File: config.mk
export PLATFORM = sky130hd
export DESIGN_NAME = eased_value_animator
export DESIGN_NICKNAME = d
export VERILOG_FILES = /design/src/rtl/eva_pkg.sv /design/src/rtl/eased_value_animator.sv /design/src/rtl/eva_sequencer.sv /design/src/rtl/eva_datapath.sv
export SDC_FILE = /design/constraint.sdc
export NUM_CORES = 2
export LEC_CHECK = 0
export BUFFER_PORTS_ARGS = -buffer_cell sky130_fd_sc_hd__buf_2
export CORE_MARGIN = 2
export CORE_UTILIZATION = 50
export DETAILED_ROUTE_END_ITERATION = 12
export HOLD_SLACK_MARGIN = 0.03
export PLACE_DENSITY = 0.68
export SLEW_MARGIN = 20
export SYNTH_ARGS = -nofsm -noshare
export SYNTH_HDL_FRONTEND = slang
export SYNTH_SLANG_ARGS = --single-unit
File: constraint.sdc
create_clock -name i_clk -period 9.07 [get_ports i_clk]
set_clock_uncertainty 0.2 [all_clocks]
set_input_delay 0.4535 -clock i_clk [delete_from_list [all_inputs] [get_ports i_clk]]
set_output_delay 0.4535 -clock i_clk [all_outputs]
set_load 0.005 [all_outputs]
File: src/rtl/eva_pkg.sv
// ----------------------------------------------------------------------------
// eva_pkg
// Shared types, codes and the microcode store of the eased value animator.
// ----------------------------------------------------------------------------
package eva_pkg;

    // Command codes carried by each input transaction
    typedef enum logic [1:0] {
        OP_TICK     = 2'd0,
        OP_SET      = 2'd1,
        OP_RETARGET = 2'd2,
        OP_RESTART  = 2'd3
    } t_opcode;

    // Easing curve codes (configuration register)
    typedef enum logic [2:0] {
        CURVE_LINEAR      = 3'd0,
        CURVE_IN_QUAD     = 3'd1,
        CURVE_OUT_QUAD    = 3'd2,
        CURVE_INOUT_QUAD  = 3'd3,
        CURVE_IN_CUBIC    = 3'd4,
        CURVE_OUT_CUBIC   = 3'd5,
        CURVE_INOUT_CUBIC = 3'd6,
        CURVE_SMOOTHSTEP  = 3'd7
    } t_curve;

    // Datapath micro-operations
    typedef enum logic [4:0] {
        U_NOP,
        U_DIVI,     // load divider remainder
        U_DIV,      // one restoring divide step
        U_X_2MT,    // x = 2 - t
        U_X_4M2T,   // x = 4 - 2t
        U_X_1MT,    // x = 1 - t
        U_X_3M2T,   // x = 3 - 2t
        U_M_TT,     // m = t*t
        U_M_TX,     // m = t*x
        U_M_XX,     // m = x*x
        U_M_MT,     // m = m*t
        U_M_MX,     // m = m*x
        U_P_T,      // p = t
        U_P_M,      // p = m
        U_P_M2,     // p = 2m
        U_P_MM1,    // p = m - 1
        U_P_1MM,    // p = 1 - m
        U_P_M4,     // p = 4m
        U_P_1M4M,   // p = 1 - 4m
        U_FIN,      // product = (target - start) * p
        U_OUT       // scale, truncate and write back
    } t_uop;

    // Sequencer branch kinds
    typedef enum logic [2:0] {
        BR_NEXT,
        BR_GOTO,
        BR_DIVLOOP,
        BR_CURVE,
        BR_END
    } t_br;

    localparam int PC_W = 6;
    typedef logic [PC_W-1:0] t_pc;

    typedef struct packed {
        t_uop uop;
        t_br  br;
        t_pc  target;
    } t_uword;

    // Sequencer to datapath
    typedef struct packed {
        logic busy;
        t_uop uop;
    } t_seq_ctrl;

    // Datapath to sequencer
    typedef struct packed {
        logic t_ge_half;
    } t_dp_stat;

    // Program entry points
    localparam t_pc A_START     = 6'd0;
    localparam t_pc A_LIN       = 6'd3;
    localparam t_pc A_IN_QUAD   = 6'd4;
    localparam t_pc A_OUT_QUAD  = 6'd6;
    localparam t_pc A_IOQ_LO    = 6'd9;
    localparam t_pc A_IOQ_HI    = 6'd11;
    localparam t_pc A_IN_CUBIC  = 6'd14;
    localparam t_pc A_OUT_CUBIC = 6'd17;
    localparam t_pc A_IOC_LO    = 6'd21;
    localparam t_pc A_IOC_HI    = 6'd24;
    localparam t_pc A_SMOOTH    = 6'd28;
    localparam t_pc A_FIN       = 6'd32;

    // Microcode store
    function automatic t_uword ucode_word(input t_pc pc);
        t_uword w;
        unique case (pc)
            6'd0:    w = '{U_DIVI,   BR_NEXT,    A_START};
            6'd1:    w = '{U_DIV,    BR_DIVLOOP, A_START};
            6'd2:    w = '{U_NOP,    BR_CURVE,   A_START};
            // linear
            6'd3:    w = '{U_P_T,    BR_GOTO,    A_FIN};
            // in-quad
            6'd4:    w = '{U_M_TT,   BR_NEXT,    A_START};
            6'd5:    w = '{U_P_M,    BR_GOTO,    A_FIN};
            // out-quad
            6'd6:    w = '{U_X_2MT,  BR_NEXT,    A_START};
            6'd7:    w = '{U_M_TX,   BR_NEXT,    A_START};
            6'd8:    w = '{U_P_M,    BR_GOTO,    A_FIN};
            // in-out quad, first half
            6'd9:    w = '{U_M_TT,   BR_NEXT,    A_START};
            6'd10:   w = '{U_P_M2,   BR_GOTO,    A_FIN};
            // in-out quad, second half
            6'd11:   w = '{U_X_4M2T, BR_NEXT,    A_START};
            6'd12:   w = '{U_M_TX,   BR_NEXT,    A_START};
            6'd13:   w = '{U_P_MM1,  BR_GOTO,    A_FIN};
            // in-cubic
            6'd14:   w = '{U_M_TT,   BR_NEXT,    A_START};
            6'd15:   w = '{U_M_MT,   BR_NEXT,    A_START};
            6'd16:   w = '{U_P_M,    BR_GOTO,    A_FIN};
            // out-cubic
            6'd17:   w = '{U_X_1MT,  BR_NEXT,    A_START};
            6'd18:   w = '{U_M_XX,   BR_NEXT,    A_START};
            6'd19:   w = '{U_M_MX,   BR_NEXT,    A_START};
            6'd20:   w = '{U_P_1MM,  BR_GOTO,    A_FIN};
            // in-out cubic, first half
            6'd21:   w = '{U_M_TT,   BR_NEXT,    A_START};
            6'd22:   w = '{U_M_MT,   BR_NEXT,    A_START};
            6'd23:   w = '{U_P_M4,   BR_GOTO,    A_FIN};
            // in-out cubic, second half
            6'd24:   w = '{U_X_1MT,  BR_NEXT,    A_START};
            6'd25:   w = '{U_M_XX,   BR_NEXT,    A_START};
            6'd26:   w = '{U_M_MX,   BR_NEXT,    A_START};
            6'd27:   w = '{U_P_1M4M, BR_GOTO,    A_FIN};
            // smoothstep
            6'd28:   w = '{U_X_3M2T, BR_NEXT,    A_START};
            6'd29:   w = '{U_M_TT,   BR_NEXT,    A_START};
            6'd30:   w = '{U_M_MX,   BR_NEXT,    A_START};
            6'd31:   w = '{U_P_M,    BR_GOTO,    A_FIN};
            // common tail
            6'd32:   w = '{U_FIN,    BR_NEXT,    A_START};
            6'd33:   w = '{U_OUT,    BR_END,     A_START};
            default: w = '{U_NOP,    BR_END,     A_START};
        endcase
        return w;
    endfunction

    // Curve dispatch: entry point from curve code and half of t
    function automatic t_pc curve_entry(input t_curve curve, input logic ge_half);
        t_pc a;
        unique case (curve)
            CURVE_LINEAR:      a = A_LIN;
            CURVE_IN_QUAD:     a = A_IN_QUAD;
            CURVE_OUT_QUAD:    a = A_OUT_QUAD;
            CURVE_INOUT_QUAD:  a = ge_half ? A_IOQ_HI : A_IOQ_LO;
            CURVE_IN_CUBIC:    a = A_IN_CUBIC;
            CURVE_OUT_CUBIC:   a = A_OUT_CUBIC;
            CURVE_INOUT_CUBIC: a = ge_half ? A_IOC_HI : A_IOC_LO;
            CURVE_SMOOTHSTEP:  a = A_SMOOTH;
            default:           a = A_LIN;
        endcase
        return a;
    endfunction

endpackage

File: src/rtl/eased_value_animator.sv
// ----------------------------------------------------------------------------
// eased_value_animator
// Animates a signed 16-bit value along a selectable easing curve.
// ----------------------------------------------------------------------------
// Input channel (i_in_valid / o_in_ready) carries one command per
// transaction: tick, hard set, soft retarget or restart. Every command gives
// exactly one result transaction on the output channel (o_out_valid /
// i_out_ready): the present value and the running flag after the command.
// Commands other than an advancing tick, and ticks that are idle or finish
// the animation, answer in the cycle after acceptance. An advancing tick runs
// the microcode program: a load step for the divider, FRACTION_BITS divide
// steps, one dispatch step, one to four curve steps, then the final multiply
// and write-back, after which the result is offered. The serial divider for
// t = tick / limit dominates. A new command is taken once the program is
// idle and the result slot is empty or being read in the same cycle. While
// the receiver stalls, the result holds and no command is accepted. Reset
// clears the animation and sequencer state to zero and idle, the curve select
// to linear. The curve select is written through i_cfg_we / i_cfg_wdata;
// the user must write it only while the block is idle; it is not enforced.
// ----------------------------------------------------------------------------
module eased_value_animator #(
    parameter int FRACTION_BITS = 16
) (
    input  logic                i_clk,
    input  logic                i_rst_n,
    input  logic                i_cfg_we,
    input  logic [2:0]          i_cfg_wdata,
    input  logic                i_in_valid,
    output logic                o_in_ready,
    input  logic [1:0]          i_opcode,
    input  logic signed [15:0]  i_value,
    input  logic [15:0]         i_duration,
    output logic                o_out_valid,
    input  logic                i_out_ready,
    output logic signed [15:0]  o_current_value,
    output logic                o_running
);

    logic signed [15:0] r_present, n_present;
    logic signed [15:0] r_start,   n_start;
    logic signed [15:0] r_target,  n_target;
    logic [15:0]        r_count,   n_count;
    logic [15:0]        r_limit,   n_limit;
    logic               r_active,  n_active;
    logic               r_out_valid, n_out_valid;
    eva_pkg::t_curve    r_curve,   n_curve;

    eva_pkg::t_seq_ctrl seq_ctrl;
    eva_pkg::t_dp_stat  dp_stat;
    logic signed [15:0] dp_result;
    logic               in_fire;
    logic               seq_start;
    eva_pkg::t_opcode   op;

    assign op         = eva_pkg::t_opcode'(i_opcode);
    assign o_in_ready = !seq_ctrl.busy && (!r_out_valid || i_out_ready);
    assign in_fire    = i_in_valid && o_in_ready;

    // Microcode sequencer
    eva_sequencer #(
        .FRACTION_BITS (FRACTION_BITS)
    ) u_seq (
        .i_clk   (i_clk),
        .i_rst_n (i_rst_n),
        .i_start (seq_start),
        .i_curve (r_curve),
        .i_stat  (dp_stat),
        .o_ctrl  (seq_ctrl)
    );

    // Arithmetic datapath
    eva_datapath #(
        .FRACTION_BITS (FRACTION_BITS)
    ) u_dp (
        .i_clk    (i_clk),
        .i_ctrl   (seq_ctrl),
        .i_count  (r_count),
        .i_limit  (r_limit),
        .i_start  (r_start),
        .i_target (r_target),
        .o_stat   (dp_stat),
        .o_result (dp_result)
    );

    // Command handling and animation state
    always_comb begin
        n_present   = r_present;
        n_start     = r_start;
        n_target    = r_target;
        n_count     = r_count;
        n_limit     = r_limit;
        n_active    = r_active;
        n_curve     = r_curve;
        n_out_valid = r_out_valid && !i_out_ready;
        seq_start   = 1'b0;

        if (i_cfg_we) begin
            n_curve = eva_pkg::t_curve'(i_cfg_wdata);
        end

        if (in_fire) begin
            unique case (op)
                eva_pkg::OP_TICK: begin
                    if (r_active && (r_count < r_limit)) begin
                        seq_start = 1'b1;
                    end else begin
                        if (r_active) begin
                            n_present = r_target;
                            n_active  = 1'b0;
                        end
                        n_out_valid = 1'b1;
                    end
                end
                eva_pkg::OP_SET: begin
                    n_present   = i_value;
                    n_start     = i_value;
                    n_target    = i_value;
                    n_count     = '0;
                    n_active    = 1'b0;
                    n_out_valid = 1'b1;
                end
                eva_pkg::OP_RETARGET: begin
                    n_target    = i_value;
                    n_limit     = i_duration;
                    n_count     = '0;
                    if (!r_active) begin
                        n_start  = r_present;
                        n_active = 1'b1;
                    end
                    n_out_valid = 1'b1;
                end
                eva_pkg::OP_RESTART: begin
                    n_start     = r_present;
                    n_target    = i_value;
                    n_limit     = i_duration;
                    n_count     = '0;
                    n_active    = 1'b1;
                    n_out_valid = 1'b1;
                end
                default: begin
                end
            endcase
        end

        // Write-back of an advancing tick
        if (seq_ctrl.uop == eva_pkg::U_OUT) begin
            n_present   = dp_result;
            n_count     = r_count + 16'd1;
            n_out_valid = 1'b1;
        end
    end

    always_ff @(posedge i_clk) begin
        if (!i_rst_n) begin
            r_present   <= '0;
            r_start     <= '0;
            r_target    <= '0;
            r_count     <= '0;
            r_limit     <= '0;
            r_active    <= 1'b0;
            r_out_valid <= 1'b0;
            r_curve     <= eva_pkg::CURVE_LINEAR;
        end else begin
            r_present   <= n_present;
            r_start     <= n_start;
            r_target    <= n_target;
            r_count     <= n_count;
            r_limit     <= n_limit;
            r_active    <= n_active;
            r_out_valid <= n_out_valid;
            r_curve     <= n_curve;
        end
    end

    // State registers hold the result while it is offered
    assign o_out_valid     = r_out_valid;
    assign o_current_value = r_present;
    assign o_running       = r_active;

    // Checks
    a_seq_start_no_result: assert property (@(posedge i_clk) disable iff (!i_rst_n)
        (in_fire && seq_start) |=> !o_out_valid)
        else $error("result offered before the tick program ran");

    a_wb_slot_free: assert property (@(posedge i_clk) disable iff (!i_rst_n)
        (seq_ctrl.uop == eva_pkg::U_OUT) |-> !r_out_valid)
        else $error("write-back while a result is still pending");

    a_wb_offers: assert property (@(posedge i_clk) disable iff (!i_rst_n)
        (seq_ctrl.uop == eva_pkg::U_OUT) |=> (o_out_valid && !seq_ctrl.busy))
        else $error("write-back did not offer a result");

    a_busy_in_range: assert property (@(posedge i_clk) disable iff (!i_rst_n)
        seq_ctrl.busy |-> (r_count < r_limit))
        else $error("tick program running with count at or past limit");

endmodule

File: src/rtl/eva_sequencer.sv
// ----------------------------------------------------------------------------
// eva_sequencer
// Microcode sequencer: step counter, divide loop counter and branch logic.
// ----------------------------------------------------------------------------
module eva_sequencer #(
    parameter int FRACTION_BITS = 16
) (
    input  logic                i_clk,
    input  logic                i_rst_n,
    input  logic                i_start,
    input  eva_pkg::t_curve     i_curve,
    input  eva_pkg::t_dp_stat   i_stat,
    output eva_pkg::t_seq_ctrl  o_ctrl
);

    localparam int CNT_W = $clog2(FRACTION_BITS);
    localparam logic [CNT_W-1:0] CNT_LAST = CNT_W'(FRACTION_BITS - 1);

    logic             r_busy, n_busy;
    eva_pkg::t_pc     r_pc,   n_pc;
    logic [CNT_W-1:0] r_cnt,  n_cnt;
    eva_pkg::t_uword  word;

    assign word = eva_pkg::ucode_word(r_pc);

    // Next step selection
    always_comb begin
        n_busy = r_busy;
        n_pc   = r_pc;
        n_cnt  = r_cnt;
        if (!r_busy) begin
            if (i_start) begin
                n_busy = 1'b1;
                n_pc   = eva_pkg::A_START;
                n_cnt  = '0;
            end
        end else begin
            unique case (word.br)
                eva_pkg::BR_NEXT:  n_pc = r_pc + 1'b1;
                eva_pkg::BR_GOTO:  n_pc = word.target;
                eva_pkg::BR_DIVLOOP: begin
                    // hold on the divide step for one pass per quotient bit
                    if (r_cnt == CNT_LAST) begin
                        n_pc  = r_pc + 1'b1;
                        n_cnt = '0;
                    end else begin
                        n_cnt = r_cnt + 1'b1;
                    end
                end
                eva_pkg::BR_CURVE: n_pc = eva_pkg::curve_entry(i_curve, i_stat.t_ge_half);
                eva_pkg::BR_END:   n_busy = 1'b0;
                default:           n_busy = 1'b0;
            endcase
        end
    end

    always_ff @(posedge i_clk) begin
        if (!i_rst_n) begin
            r_busy <= 1'b0;
            r_pc   <= eva_pkg::A_START;
            r_cnt  <= '0;
        end else begin
            r_busy <= n_busy;
            r_pc   <= n_pc;
            r_cnt  <= n_cnt;
        end
    end

    // Control word out
    assign o_ctrl.busy = r_busy;
    assign o_ctrl.uop  = r_busy ? word.uop : eva_pkg::U_NOP;

endmodule

File: src/rtl/eva_datapath.sv
// ----------------------------------------------------------------------------
// eva_datapath
// Serial divider, shared curve multiplier and final scaling for one tick.
// ----------------------------------------------------------------------------
module eva_datapath #(
    parameter int FRACTION_BITS = 16
) (
    input  logic                i_clk,
    input  eva_pkg::t_seq_ctrl  i_ctrl,
    input  logic [15:0]         i_count,
    input  logic [15:0]         i_limit,
    input  logic signed [15:0]  i_start,
    input  logic signed [15:0]  i_target,
    output eva_pkg::t_dp_stat   o_stat,
    output logic signed [15:0]  o_result
);

    localparam int F    = FRACTION_BITS;
    localparam int W_X  = F + 2;    // curve operands and products, below 4.0
    localparam int W_E  = F + 3;    // headroom for curve arithmetic
    localparam int W_P  = F + 1;    // eased position, 0.0 to 1.0
    localparam int W_PR = F + 19;   // (target - start) * p
    localparam int W_AC = F + 20;   // start * ONE + product

    localparam logic [W_E-1:0] ONE_E = {3'b001, {F{1'b0}}};
    localparam logic signed [W_AC-1:0] RND = {{(W_AC-F){1'b0}}, {F{1'b1}}};

    logic [15:0]             r_rem;
    logic [F-1:0]            r_t;
    logic [W_X-1:0]          r_x;
    logic [W_X-1:0]          r_m;
    logic [W_P-1:0]          r_p;
    logic signed [W_PR-1:0]  r_prod;

    // Restoring divide step
    logic [16:0] div_sh;
    logic        div_ge;
    logic [16:0] div_sub;
    assign div_sh  = {r_rem, 1'b0};
    assign div_ge  = div_sh >= {1'b0, i_limit};
    assign div_sub = div_sh - {1'b0, i_limit};

    // Curve helper terms
    logic [W_E-1:0] t_e, m_e, x_val, p_val;
    assign t_e = {3'b000, r_t};
    assign m_e = {1'b0, r_m};

    always_comb begin
        unique case (i_ctrl.uop)
            eva_pkg::U_X_2MT:  x_val = (ONE_E << 1) - t_e;
            eva_pkg::U_X_4M2T: x_val = (ONE_E << 2) - (t_e << 1);
            eva_pkg::U_X_3M2T: x_val = (ONE_E << 1) + ONE_E - (t_e << 1);
            default:           x_val = ONE_E - t_e;
        endcase
    end

    always_comb begin
        unique case (i_ctrl.uop)
            eva_pkg::U_P_T:    p_val = t_e;
            eva_pkg::U_P_M2:   p_val = m_e << 1;
            eva_pkg::U_P_MM1:  p_val = m_e - ONE_E;
            eva_pkg::U_P_1MM:  p_val = ONE_E - m_e;
            eva_pkg::U_P_M4:   p_val = m_e << 2;
            eva_pkg::U_P_1M4M: p_val = ONE_E - (m_e << 2);
            default:           p_val = m_e;
        endcase
    end

    // Shared truncating Q multiplier
    logic [W_X-1:0]   mul_a, mul_b;
    logic [2*W_X-1:0] mul_prod;
    always_comb begin
        unique case (i_ctrl.uop)
            eva_pkg::U_M_TX: begin mul_a = {2'b00, r_t}; mul_b = r_x;           end
            eva_pkg::U_M_XX: begin mul_a = r_x;          mul_b = r_x;           end
            eva_pkg::U_M_MT: begin mul_a = r_m;          mul_b = {2'b00, r_t};  end
            eva_pkg::U_M_MX: begin mul_a = r_m;          mul_b = r_x;           end
            default:         begin mul_a = {2'b00, r_t}; mul_b = {2'b00, r_t};  end
        endcase
    end
    assign mul_prod = mul_a * mul_b;

    // Final product: span times eased position
    logic signed [16:0]     diff;
    logic signed [W_P:0]    p_s;
    logic signed [W_PR-1:0] fin_prod;
    assign diff     = {i_target[15], i_target} - {i_start[15], i_start};
    assign p_s      = $signed({1'b0, r_p});
    assign fin_prod = diff * p_s;

    // Datapath registers
    always_ff @(posedge i_clk) begin
        unique case (i_ctrl.uop)
            eva_pkg::U_DIVI: begin
                r_rem <= i_count;
                r_t   <= '0;
            end
            eva_pkg::U_DIV: begin
                r_rem <= div_ge ? div_sub[15:0] : div_sh[15:0];
                r_t   <= {r_t[F-2:0], div_ge};
            end
            eva_pkg::U_X_2MT, eva_pkg::U_X_4M2T, eva_pkg::U_X_1MT,
            eva_pkg::U_X_3M2T: begin
                r_x <= x_val[W_X-1:0];
            end
            eva_pkg::U_M_TT, eva_pkg::U_M_TX, eva_pkg::U_M_XX,
            eva_pkg::U_M_MT, eva_pkg::U_M_MX: begin
                r_m <= mul_prod[F +: W_X];
            end
            eva_pkg::U_P_T, eva_pkg::U_P_M, eva_pkg::U_P_M2, eva_pkg::U_P_MM1,
            eva_pkg::U_P_1MM, eva_pkg::U_P_M4, eva_pkg::U_P_1M4M: begin
                r_p <= p_val[W_P-1:0];
            end
            eva_pkg::U_FIN: begin
                r_prod <= fin_prod;
            end
            default: begin
            end
        endcase
    end

    // Scale back, truncating toward zero
    logic signed [W_AC-1:0] start_e, acc, adj, shifted;
    assign start_e  = {{(W_AC-16){i_start[15]}}, i_start};
    assign acc      = (start_e <<< F) + {r_prod[W_PR-1], r_prod};
    assign adj      = acc[W_AC-1] ? (acc + RND) : acc;
    assign shifted  = adj >>> F;
    assign o_result = shifted[15:0];

    assign o_stat.t_ge_half = r_t[F-1];

endmodule

==> flow_summary.toml <==
[outcome]
status = "completed"

[setup_path]
cp_max_fo = 4
path_buf_inv = 7
slowest_stage = "fa_1"
worstSetupPathType = "reg -> reg"
crit_arrival_ns = 8.80
cp_top_family = "adder cells"
critPathRequiredTime_ns = 9.18
end_kind = "flip-flop"
startpoint_type = "flip-flop"
worst_path_largest_cell_delay_ns = 0.55

[final_layout]
final_cell_mix = "inv_1 (677), nand2_1 (637), fa_1 (480)"
syn_to_final_growth_pct = 8.65
nNetsFinal = 4806
seq_area_um2 = 5710
multi_input_area_um2 = 25000
layout-drive-gt1-share_pct = 6.28
fillers = 6153
final_common_cell = "inv_1"
diodes = 0

[die]
die_area_um2 = 69700
die_width_um = 264
ios = 61
die_y_um = 264
initial_core_util_pct = 50.4
rows = 95
core_um2 = 67000

[detailed_routing]
ant_nets = 0
drc = 0
vias = 26724
drt-vias-per-instance = 5.48
dr.pass1.iters = 6
drt_iter0_drc = 1964
totalWireLength_um = 83800
wl_per_cell_um = 17.2

[global_routing]
grt_antenna_before_repair = 1
grt_use_total_pct = 24.6
grt-ovfl-total = 0
grt_pass1_wl_um = 140000
grt_pass1_vias = 26969
grt_max_degree = 71

[logic_synthesis]
synth_area_leaders = "fa_1 (28%), ha_1 (11%), edfxtp_1 (11%)"
synth_top_area_share_pct = 28.4
synth_area_per_cell_um2 = 8.63
ys_seq_area_share_pct = 16.9
synth_compound_gate_area_share_pct = 10.8
synthFlopType = "edfxtp_1"
ys_async_sr_fraction_pct = 0
yosys.area_share.simple_pct = 18.3
synth.mux.area_fraction_pct = 1.85
syn_nets = 4741
synth_area_leader_cell = "fa_1"
synth_cells = 3915
yosys_warnings = 0
ys_types = 74
synth_top_family_by_area = "adder cells"
synth_edf_count = 120
syn_area_um2 = 33800
synth_adder_area_share_pct = 39.7
synth-xor-area-share_pct = 3.08
ys_seq_elements = 225

[sta]
slew_headroom_pct = 33.5
tightest_slew_ns = 0.997
fin_ws_ns = 0.382
setup_viol = 0
min_period_ns = 8.69
min_period_over_period_pct = 95.8
drv_slew = 0
hold_violations = 0
whs_ns = 0.0686
fmax_mhz = 115

[placed_design]
pre_cts_ws_ns = 0.0174
portBuffers = 60
gp_congestion = 0.921
hpwl_um = 67200

[clock_network]
clock_tree.root_cell = "clkbuf_16"
cts-htree-levels = 1
clock_path_buffers = 3
cts_made_buffers = 26
cts.sinks = 225
insertion_delay_ns = 0.56
tritoncts = "done"
clkTransAtPathRegs_ns = 0.07

[run]
cap_violations = 0

[worst_hold_path]
hp-class = "in -> reg"
-- kinds of logic after synthesis --
family / Yosys count
xor gates and xnor gates: 119
AOI/OAI and AO/OA: 535
buffers and inverters: 842
and+or+nand+nor: 1348
adders and majority gates: 784
DFF: 225
muxes: 62
-- per-stage QoR --
step | instance area (µm²) | setup TNS (ns) | utilization [%] | instances
after floorplan | 33800 | 0 | - | 3915
after CTS | 36600 | 0 | 54.6 | 4870
final | 36700 | 0 | 54.8 | 4873
after detailed placement | 35400 | 0 | 52.8 | 4785
after global placement | 35400 | 0 | 52.8 | 4785
after global routing | 36700 | -0.0266 | 54.8 | 4873
-- area by class of cell --
type	count	area share, %
repair buffers	200	3.97
multi-input cells	2848	68.2
well taps	873	2.98
inverters	679	6.94
clock inverters	14	0.293
clock buffers	34	2.05
flip-flops and latches	225	15.5
-- repair_timing --
action / CTS / global route
endpoints found under the hold margin: 35 / 0
resized for setup: 0 / 11
hold buffers: 37 / 0
setup endpoints to repair: 0 / 12
setup buffers: 0 / 3
-- sequential cells by signal, summed over array words and instances (netlist names), 16 cells and up --
signal / count
u_dp.r_p: 17
r_count: 16
u_dp.r_x: 18
r_target: 16
u_dp.r_t: 16
u_dp.r_rem: 16
o_current_value: 16
u_dp.r_m: 18
r_start: 16
u_dp.r_prod: 35
r_limit: 16
-- metal layers --
layer | GRT usage (%) | wire length [µm] | vias to the layer above
met5 | 0 | 14 | -
met4 | 6.62 | 2340 | 2
met3 | 2.54 | 4200 | 121
met2 | 41.9 | 40500 | 626
met1 | 33.4 | 36800 | 13262
li1 | - | - | 12713
-- synthesized netlist by cell type, types with 6 or more instances --
cell,n
o221ai_1,8
o31a_1,10
mux2i_1,58
a2111oi_0,11
a21boi_0,47
nand2_1,637
o211ai_1,13
buf_1,8
and3_1,27
o21bai_1,10
nor3_1,50
nor4_1,14
inv_1,677
nand2b_1,31
dfxtp_1,105
a21oi_1,117
xor2_1,31
and2_1,181
o21ai_0,94
fa_1,480
clkbuf_1,150
o211a_1,12
a22oi_1,23
o22ai_1,7
edfxtp_1,120
a21o_1,49
nor2_1,229
o31ai_1,17
o21a_1,12
xnor2_1,88
a211oi_1,16
ha_1,304
a222oi_1,13
nand4_1,17
a31oi_1,17
a31o_2,6
nand3_1,60
or2_2,8
nand3b_1,7
or3_1,20
nor2b_1,46
-- path summary, 6_finish.rpt --
path	from	endpoint	slack [ns]	cells past startpoint
setup / recovery	r_target[0]	u_dp.r_prod[33]	0.38	35
hold / removal	i_cfg_we	r_curve[2]	0.07	3
setup reg to reg	r_target[0]	u_dp.r_prod[33]	0.38	35
hold reg to reg	r_target[0]	r_target[0]	0.27	2
-- worst min-delay path: cells and delay by family --
family,cells,cell delay [ns]
multiplexers,1,0.09
buffers and inverters,1,0.13
AND/OR/NAND/NOR,1,0.11
Power is not shown: default switching activity piles up to over one toggle a cycle in this logic, so the estimate is an artifact.
